--- src/rtl/core/rpks_pkg.sv ---
// ----------------------------------------------------------------------------
// rpks_pkg
// Shared types and constants of the ray pixel key sorter.
// ----------------------------------------------------------------------------
package rpks_pkg;
   localparam int RayDepth = 32;
   localparam int IdxW     = $clog2(RayDepth);
   localparam int CntW     = $clog2(RayDepth + 1);
   localparam int KeyW     = 20;
   localparam int PixW     = 24;
   localparam int EntW     = PixW + KeyW;

   localparam logic [1:0] MODE_LUM  = 2'd0;
   localparam logic [1:0] MODE_NLUM = 2'd1;
   localparam logic [1:0] MODE_HUE  = 2'd2;
   localparam logic [1:0] MODE_SAT  = 2'd3;

   typedef struct packed {
      logic [7:0] red;
      logic [7:0] green;
      logic [7:0] blue;
      logic       last_in;
   } req_type;

   typedef struct packed {
      logic [7:0] red_out;
      logic [7:0] green_out;
      logic [7:0] blue_out;
      logic       last_out;
   } rsp_type;

   // Key plus pixel, as held in the store.
   typedef struct packed {
      logic signed [KeyW-1:0] key;
      logic [PixW-1:0]        pix;
   } entry_type;
endpackage

--- src/rtl/core/rpks_stream_if.sv ---
// ----------------------------------------------------------------------------
// rpks_stream_if
// Valid/ready channel carrying one payload beat.
// ----------------------------------------------------------------------------
interface rpks_stream_if #(parameter type T = logic);
   logic valid;
   logic ready;
   T     data;
   modport source (output valid, output data, input ready);
   modport sink   (input valid, input data, output ready);
endinterface

--- src/rtl/core/rpks_key_unit.sv ---
// ----------------------------------------------------------------------------
// rpks_key_unit
// Key computation: luminance keys directly, hue and saturation by a restoring divider, one quotient bit a cycle.
// ----------------------------------------------------------------------------
module rpks_key_unit (
   input  logic                             clock,
   input  logic                             reset,
   input  logic                             start,
   input  logic [1:0]                       mode,
   input  logic [7:0]                       r,
   input  logic [7:0]                       g,
   input  logic [7:0]                       b,
   output logic                             done,
   output logic signed [rpks_pkg::KeyW-1:0] key
);
   import rpks_pkg::*;

   logic [7:0]  mx, mn, d;
   logic [10:0] num;
   logic [17:0] lum;
   logic [7:0]  div_in, div_ff;
   logic [10:0] num_in;
   logic        zero_in;
   logic [26:0] rem_ff, rem_in;
   logic [19:0] quo_ff, quo_in;
   logic [4:0]  cnt_ff, cnt_in;
   logic        busy_ff, busy_in, done_ff, done_in;
   logic signed [KeyW-1:0] key_ff, key_in;
   logic [27:0] trial;

   // Operand decode.
   always_comb begin
      mx  = (r > g) ? ((r > b) ? r : b) : ((g > b) ? g : b);
      mn  = (r < g) ? ((r < b) ? r : b) : ((g < b) ? g : b);
      d   = mx - mn;
      lum = 18'(299 * r) + 18'(587 * g) + 18'(114 * b);
      if (mx == r)
         num = (g >= b) ? 11'(g - b) : 11'(11'(6 * d) - 11'(b - g));
      else if (mx == g)
         num = 11'(11'(2 * d) + 11'(b) - 11'(r));
      else
         num = 11'(11'(4 * d) + 11'(r) - 11'(g));
      if (mode == MODE_HUE) begin
         div_in = d; num_in = num; zero_in = (d == 8'd0);
      end else begin
         div_in = mx; num_in = 11'(d); zero_in = (mx == 8'd0);
      end
   end

   // Divider iteration over 20 quotient bits, numerator shifted by 16.
   always_comb begin
      rem_in  = rem_ff;
      quo_in  = quo_ff;
      cnt_in  = cnt_ff;
      busy_in = busy_ff;
      done_in = 1'b0;
      key_in  = key_ff;
      trial   = '0;
      if (start) begin
         case (mode)
            MODE_LUM:  begin key_in = KeyW'($signed({2'b0, lum})); done_in = 1'b1; end
            MODE_NLUM: begin key_in = -KeyW'($signed({2'b0, lum})); done_in = 1'b1; end
            default: begin
               if (zero_in) begin
                  key_in = '0; done_in = 1'b1;
               end else begin
                  rem_in = {num_in, 16'b0}; quo_in = '0; cnt_in = '0; busy_in = 1'b1;
               end
            end
         endcase
      end else if (busy_ff) begin
         trial = {1'b0, rem_ff} - ({20'b0, div_ff} << (5'd19 - cnt_ff));
         quo_in = {quo_ff[18:0], ~trial[27]};
         if (!trial[27]) rem_in = trial[26:0];
         cnt_in = cnt_ff + 5'd1;
         if (cnt_ff == 5'd19) begin
            busy_in = 1'b0; done_in = 1'b1;
            key_in  = $signed({quo_ff[18:0], ~trial[27]});
         end
      end
   end

   always_ff @(posedge clock) begin
      if (reset) begin
         busy_ff <= 1'b0; done_ff <= 1'b0;
      end else begin
         busy_ff <= busy_in; done_ff <= done_in;
      end
      rem_ff <= rem_in; quo_ff <= quo_in; cnt_ff <= cnt_in; key_ff <= key_in;
      if (start) div_ff <= div_in;
   end

   assign done = done_ff;
   assign key  = key_ff;
endmodule

--- src/rtl/core/ray_pixel_key_sorter_top.sv ---
// ----------------------------------------------------------------------------
// ray_pixel_key_sorter_top
// Stable insertion sort of a pixel run by a configurable fixed-point key.
// ----------------------------------------------------------------------------
// Luminance keys come straight from the key unit; hue and saturation keys
// come from its bit-serial divider. Each stored entry that moves up during
// insertion is read and then written back, since the store has one read and
// one write port. A pixel that arrives while the store is full is dropped.
// On a last beat the run is then read out, and each next entry is read only
// once the sink has taken the beat before. Pixels beyond 32 entries are dropped.
module ray_pixel_key_sorter_top (
   input  logic        clock,
   input  logic        reset,
   input  logic        csr_we,
   input  logic [1:0]  csr_wdata,
   rpks_stream_if.sink   req,
   rpks_stream_if.source rsp
);
   import rpks_pkg::*;

   typedef enum logic [5:0] {
      ST_IDLE = 6'b000001, ST_KEY = 6'b000010, ST_SCAN = 6'b000100,
      ST_MOVE = 6'b001000, ST_EMIT = 6'b010000, ST_DRAIN = 6'b100000
   } state_type;

   state_type state_ff, state_in;
   logic [1:0]  mode_ff;
   logic [CntW-1:0] cnt_ff, cnt_in, pos_ff, pos_in, rd_ff, rd_in;
   logic [PixW-1:0] pix_ff;
   logic        last_ff;
   logic signed [KeyW-1:0] newkey_ff;
   entry_type   mem [RayDepth];
   entry_type   rdata_ff;
   logic [IdxW-1:0] raddr;
   logic        ren;
   logic        we;
   logic [IdxW-1:0] waddr;
   entry_type   wdata;
   logic        ku_start, ku_done;
   logic signed [KeyW-1:0] ku_key;
   logic        kick_ff;
   logic        rvld_ff, rvld_in;
   rsp_type     out_ff;
   logic        ovld_ff, ovld_in;
   logic        take;

   rpks_key_unit u_key (
      .clock(clock), .reset(reset), .start(ku_start), .mode(mode_ff),
      .r(pix_ff[23:16]), .g(pix_ff[15:8]), .b(pix_ff[7:0]),
      .done(ku_done), .key(ku_key)
   );

   // Config register.
   always_ff @(posedge clock) begin
      if (reset) mode_ff <= MODE_LUM;
      else if (csr_we) mode_ff <= csr_wdata;
   end

   assign req.ready = (state_ff == ST_IDLE);
   assign take = req.valid && req.ready;
   // The key unit is started once, in the first cycle after a pixel is taken into a store that is not full.
   assign ku_start = kick_ff;

   // Sequencer.
   always_comb begin
      state_in = state_ff; cnt_in = cnt_ff; pos_in = pos_ff; rd_in = rd_ff;
      ren = 1'b0; raddr = '0; we = 1'b0; waddr = '0; wdata = '0;
      rvld_in = 1'b0; ovld_in = ovld_ff;
      if (ovld_ff && rsp.ready) ovld_in = 1'b0;
      case (state_ff)
         ST_IDLE: if (take) begin
            if (cnt_ff < CntW'(RayDepth)) begin
               state_in = ST_KEY;
            end else if (req.data.last_in) begin
               state_in = ST_EMIT; rd_in = '0;
            end
         end
         ST_KEY: if (ku_done) begin
            pos_in = cnt_ff; state_in = ST_SCAN;
         end
         ST_SCAN: begin
            // Read the entry just below the insertion point.
            if (pos_ff == '0) state_in = ST_MOVE;
            else begin
               ren = 1'b1; raddr = IdxW'(pos_ff - CntW'(1)); rvld_in = 1'b1;
               state_in = ST_MOVE;
            end
         end
         ST_MOVE: begin
            if (rvld_ff && rdata_ff.key > newkey_ff) begin
               we = 1'b1; waddr = IdxW'(pos_ff); wdata = rdata_ff;
               pos_in = pos_ff - CntW'(1); state_in = ST_SCAN;
            end else begin
               we = 1'b1; waddr = IdxW'(pos_ff);
               wdata.key = newkey_ff; wdata.pix = pix_ff;
               cnt_in = cnt_ff + CntW'(1);
               if (last_ff) begin state_in = ST_EMIT; rd_in = '0; end
               else state_in = ST_IDLE;
            end
         end
         ST_EMIT: begin
            if (rd_ff == cnt_ff) begin
               cnt_in = '0; state_in = ST_IDLE;
            end else if (!ovld_in) begin
               ren = 1'b1; raddr = IdxW'(rd_ff); rvld_in = 1'b1;
               state_in = ST_DRAIN;
            end
         end
         ST_DRAIN: begin
            ovld_in = 1'b1; rd_in = rd_ff + CntW'(1); state_in = ST_EMIT;
         end
         default: state_in = ST_IDLE;
      endcase
   end

   // Entry store, one read and one write port.
   always_ff @(posedge clock) begin
      if (we) mem[waddr] <= wdata;
      if (ren) rdata_ff <= mem[raddr];
   end

   always_ff @(posedge clock) begin
      if (reset) begin
         state_ff <= ST_IDLE; cnt_ff <= '0; ovld_ff <= 1'b0; rvld_ff <= 1'b0;
         kick_ff <= 1'b0;
      end else begin
         state_ff <= state_in; cnt_ff <= cnt_in; ovld_ff <= ovld_in;
         rvld_ff <= rvld_in;
         kick_ff <= take && (cnt_ff < CntW'(RayDepth));
      end
      pos_ff <= pos_in; rd_ff <= rd_in;
      if (take) begin
         pix_ff  <= {req.data.red, req.data.green, req.data.blue};
         last_ff <= req.data.last_in;
      end
      if (ku_done) newkey_ff <= ku_key;
      if (state_ff == ST_DRAIN) begin
         out_ff.red_out   <= rdata_ff.pix[23:16];
         out_ff.green_out <= rdata_ff.pix[15:8];
         out_ff.blue_out  <= rdata_ff.pix[7:0];
         out_ff.last_out  <= (rd_ff + CntW'(1) == cnt_ff);
      end
   end

   assign rsp.valid = ovld_ff;
   assign rsp.data  = out_ff;
endmodule

--- src/flat_wrapper.sv ---
// flat-port wrapper written by rule: the top's interface ports become plain ports
module ray_pixel_key_sorter_top_flat import rpks_pkg::*;
  (clock, reset, csr_we, csr_wdata, req_valid, req_data, req_ready, rsp_valid, rsp_data, rsp_ready);
  rpks_stream_if #(.T(req_type)) req_i ();
  rpks_stream_if #(.T(rsp_type)) rsp_i ();
  input  logic clock;
  input  logic reset;
  input  logic csr_we;
  input  logic [1:0] csr_wdata;
  input wire logic [$bits(req_i.valid)-1:0] req_valid;
  input wire logic [$bits(req_i.data)-1:0] req_data;
  output wire logic [$bits(req_i.ready)-1:0] req_ready;
  output wire logic [$bits(rsp_i.valid)-1:0] rsp_valid;
  output wire logic [$bits(rsp_i.data)-1:0] rsp_data;
  input wire logic [$bits(rsp_i.ready)-1:0] rsp_ready;
  assign req_i.valid = req_valid;
  assign req_i.data = req_data;
  assign req_ready = req_i.ready;
  assign rsp_valid = rsp_i.valid;
  assign rsp_data = rsp_i.data;
  assign rsp_i.ready = rsp_ready;
  ray_pixel_key_sorter_top u_core (.clock(clock), .reset(reset), .csr_we(csr_we), .csr_wdata(csr_wdata), .req(req_i), .rsp(rsp_i));
endmodule
--- config.mk ---
export PLATFORM = sky130hd
export DESIGN_NAME = ray_pixel_key_sorter_top_flat
export DESIGN_NICKNAME = d
export VERILOG_FILES = /design/src/rtl/core/rpks_pkg.sv /design/src/rtl/core/rpks_stream_if.sv /design/src/rtl/core/rpks_key_unit.sv /design/src/rtl/core/ray_pixel_key_sorter_top.sv /design/src/flat_wrapper.sv
export SDC_FILE = /design/constraint.sdc
export NUM_CORES = 2
export LEC_CHECK = 0
export ABC_CLOCK_PERIOD_IN_PS = 17260
export BUFFER_PORTS_ARGS = -buffer_cell sky130_fd_sc_hd__buf_2
export CAP_MARGIN = 20
export CORE_MARGIN = 3
export CORE_UTILIZATION = 45
export CTS_CLUSTER_SIZE = 20
export DETAILED_ROUTE_END_ITERATION = 10
export SLEW_MARGIN = 20
export SYNTH_ARGS = -nofsm -noshare
export SYNTH_HDL_FRONTEND = slang
export SYNTH_HIERARCHICAL = 1
export SYNTH_SLANG_ARGS = --single-unit
--- constraint.sdc ---
create_clock -name clock -period 17.26 [get_ports clock]
set_input_delay 1.726 -clock clock [delete_from_list [all_inputs] [get_ports clock]]
set_output_delay 1.726 -clock clock [all_outputs]
set_load 0.05 [all_outputs]
==> impl_metrics.tcl <==
set metrics [dict create \
    num_rows 149 \
    drt_iter0_markers 5934 \
    yosys.area.top_type "edfxtp_1" \
    clkSlewWorstSetupHoldPaths_ps 60 \
    cp_slowest_cell "edfxtp_1" \
    synth_cell_types 99 \
    drive_above_1_share_pct 9.51 \
    max_freq_mhz 126 \
    fin_setup_tns_ps 0 \
    first_global_vias 47782 \
    antenna_found_initial 2 \
    slew_violations 0 \
    grt_usage_pct 26.0 \
    cts_tree "done" \
    synth_area_leaders "edfxtp_1 64%, nand2_1 5.1%, ha_1 3.9%" \
    max-slew-margin-rel_pct 17.6 \
    portBuffers 58 \
    pre_cts_ws_ps 9410 \
    critPathCaptureType "flop" \
    gp_congestion 0.891 \
    yosysMostFrequentCell "edfxtp_1" \
    crit_required_ps 17810 \
    ctsRootBufferMaster "clkbuf_16" \
    worstSetupStartpointType "flop" \
    hold_path_class "reg -> reg" \
    avgRoutedWirePerCell_um 27.9 \
    n_antenna_cell 0 \
    finalWorstSetupSlack_ps 9290 \
    cpLargestDelayFamily "adder cells" \
    cp.arrival_ps 8510 \
    netlist_instances 5852 \
    cts_max_path_buffers 3 \
    critPathBufInv 4 \
    ys_top_cells_by_count "1,613 x edfxtp_1, 1,018 x nand2_1, 364 x nand3_1" \
    num-nets-final 6218 \
    crit_top_cell "a21o_1" \
    synth-async-reset-ratio_pct 0 \
    hold_viol 0 \
    drc 0 \
    yosysSeqAreaShare_pct 64.9 \
    p_per_area_nw_per_um2 149 \
    syn_area_sq_um 75200 \
    viasPerCell 6.11 \
    dpl.hpwl_um 125000 \
    start_util_pct 45.4 \
    fin_crit_sh_pct 46.2 \
    p_total_w 0.0124 \
    grt_max_degree 206 \
    critical_path.startpoint "u_core/pix_ff[3]$_DFFE_PP_" \
    die_w_um 415 \
    core_sq_um 166000 \
    clk_latency_ps 810 \
    place_inst 7872 \
    max_stage_delay_ps 880 \
    drtPass1Iterations 5 \
    io_pins 59 \
    synth_top_area_share_pct 64.4 \
    synth_ff_type "edfxtp_1" \
    drv_cap 0 \
    vdd_drop_max_uv 316 \
    die_area_sq_um 172000 \
    ys_seq_elements 1632 \
    leakage_nw 27.6 \
    hold_path.startpoint "u_core/u_key/key[9]$_DFFE_PP_" \
    critPathKind "reg -> reg" \
    rsz0062_at_grt "no" \
    syn_nets 6215 \
    grt_pass1_wl_um 332000 \
    yosys_warnings 6 \
    num_vias 49940 \
    antenna_left 0 \
    die_h_um 415 \
    outcome "complete, no violations" \
    path_max_fanout 13 \
    overflow 0 \
    setup_violations 0 \
    period_needed_ps 7970 \
    worst_pin_slew_ps 1240 \
    area_growth_pct 11.2 \
    cts_made_buffers 170 \
    post_cts_buffers 0 \
    cts.sinks 1632 \
    cts_resized 0 \
    finalNonFillerCells 8175 \
    hold_slack_ps 408 \
    fin_skew_ps 34.7 \
    drt_wl_total_um 228000 \
    hold_buffers 0 \
    avgSynthCellArea_sq_um 12.9 \
    reg2reg_from "u_core/pix_ff[3]$_DFFE_PP_" \
    synth-edff-count 1613 \
    cts-htree-levels 4 \
]
## cell usage in the layout (no fill, tap or decap), types with 53 or more instances in the layout
cell	instances
nor2_1	109
ha_1	237
inv_1	228
nand2_1	1014
xnor2_1	93
nand4_1	53
clkbuf_16	178
edfxtp_1	1613
buf_2	58
buf_4	128
a211oi_1	222
nand3_1	364
fa_1	94
a21oi_1	104
mux2i_1	87
and3_1	205
o21ai_0	109
a31oi_1	168
a311oi_1	137
a21o_1	63
## metrics by stage
| stage | cell area, sq um | util (%) |
|---|---|---|
| 5_1_grt | 83700 | 50.5 |
| 6_report | 83700 | 50.5 |
| 3_5_place_dp | 78200 | 47.3 |
| 2_1_floorplan | 75200 | - |
| 4_1_cts | 83500 | 50.4 |
| 3_3_place_gp | 78100 | 47.2 |
## kinds of logic after synthesis
group	count (synthesis)	share of synthesized area [%]
adders and majority gates	331	6.44
xor gates and xnor gates	144	1.70
and+or+nand+nor	1951	11.8
DFF	1632	64.9
buffers and inverters	592	3.38
muxes	103	1.40
AOI/OAI and AO/OA	1099	10.4
## sequential cells by signal, summed over array words and instances (netlist names)
name,cells
u_core/cnt_ff,6
u_core/kick_ff,1
u_core/last_ff,1
u_core/mem,1408
u_core/mode_ff,2
u_core/newkey_ff,20
u_core/pix_ff,24
u_core/pos_ff,6
u_core/rd_ff,6
u_core/rdata_ff,44
u_core/rsp.data,25
u_core/rsp.valid,1
u_core/rvld_ff,1
u_core/state_ff,6
u_core/u_key/busy_ff,1
u_core/u_key/cnt_ff,5
u_core/u_key/div_ff,8
u_core/u_key/done,1
u_core/u_key/key,20
u_core/u_key/quo_ff,19
u_core/u_key/rem_ff,27
## worst paths after layout
kind / to / cells after the start / slack (ps)
setup / recovery: u_core/u_key/key[17]$_DFFE_PP_ / 27 / 9290
hold / removal: u_core/newkey_ff[9]$_DFFE_PP_ / 0 / 410
setup reg to reg: u_core/u_key/key[17]$_DFFE_PP_ / 27 / 9290
hold reg to reg: u_core/newkey_ff[9]$_DFFE_PP_ / 0 / 410
## layer usage
layer  vias to the layer above  GRT usage (%)  wire (um)
met1                     25356           37.1      96400
met4                         2           8.84       8290
li1                      22010              -          -
met3                       382           4.41      18800
met5                         -              0         11
met2                      2190           40.5     105000
## power breakdown
group	switching (W)	internal, W
combinational	0.00263	0.00192
sequential	0.0000176	0.00433
clock	0.00152	0.00200
total	0.00417	0.00826
## final cells by class
| cell class | instances | area (sq um) |
|---|---|---|
| multi-input cells | 3628 | 24600 |
| flip-flops and latches | 1632 | 48800 |
| clock buffers | 224 | 4640 |
| clock inverters | 79 | 624 |
| repair buffers | 190 | 1340 |
| inverters | 233 | 875 |
| well taps | 2189 | 2740 |
| fillers | 14143 | 81900 |
## worst register-to-register path, stage by stage, from the launching register on
cell	delay (ps)
edfxtp_1	880
inv_1	430
fa_1	590
inv_1	50
fa_1	440
ha_1	300
ha_1	270
a21o_1	150
a21oi_1	220
o21ai_0	110
a21oi_1	240
xnor2_1	100
ha_1	280
inv_1	50
fa_1	480
fa_1	490
inv_1	40
ha_1	380
a21o_1	220
a21o_1	210
a21o_1	200
and2_1	150
a311oi_1	390
xnor2_1	200
nor3b_1	360
a21oi_1	140
xnor2_1	150
a21o_1	180
(Power assumes the default switching activity.)
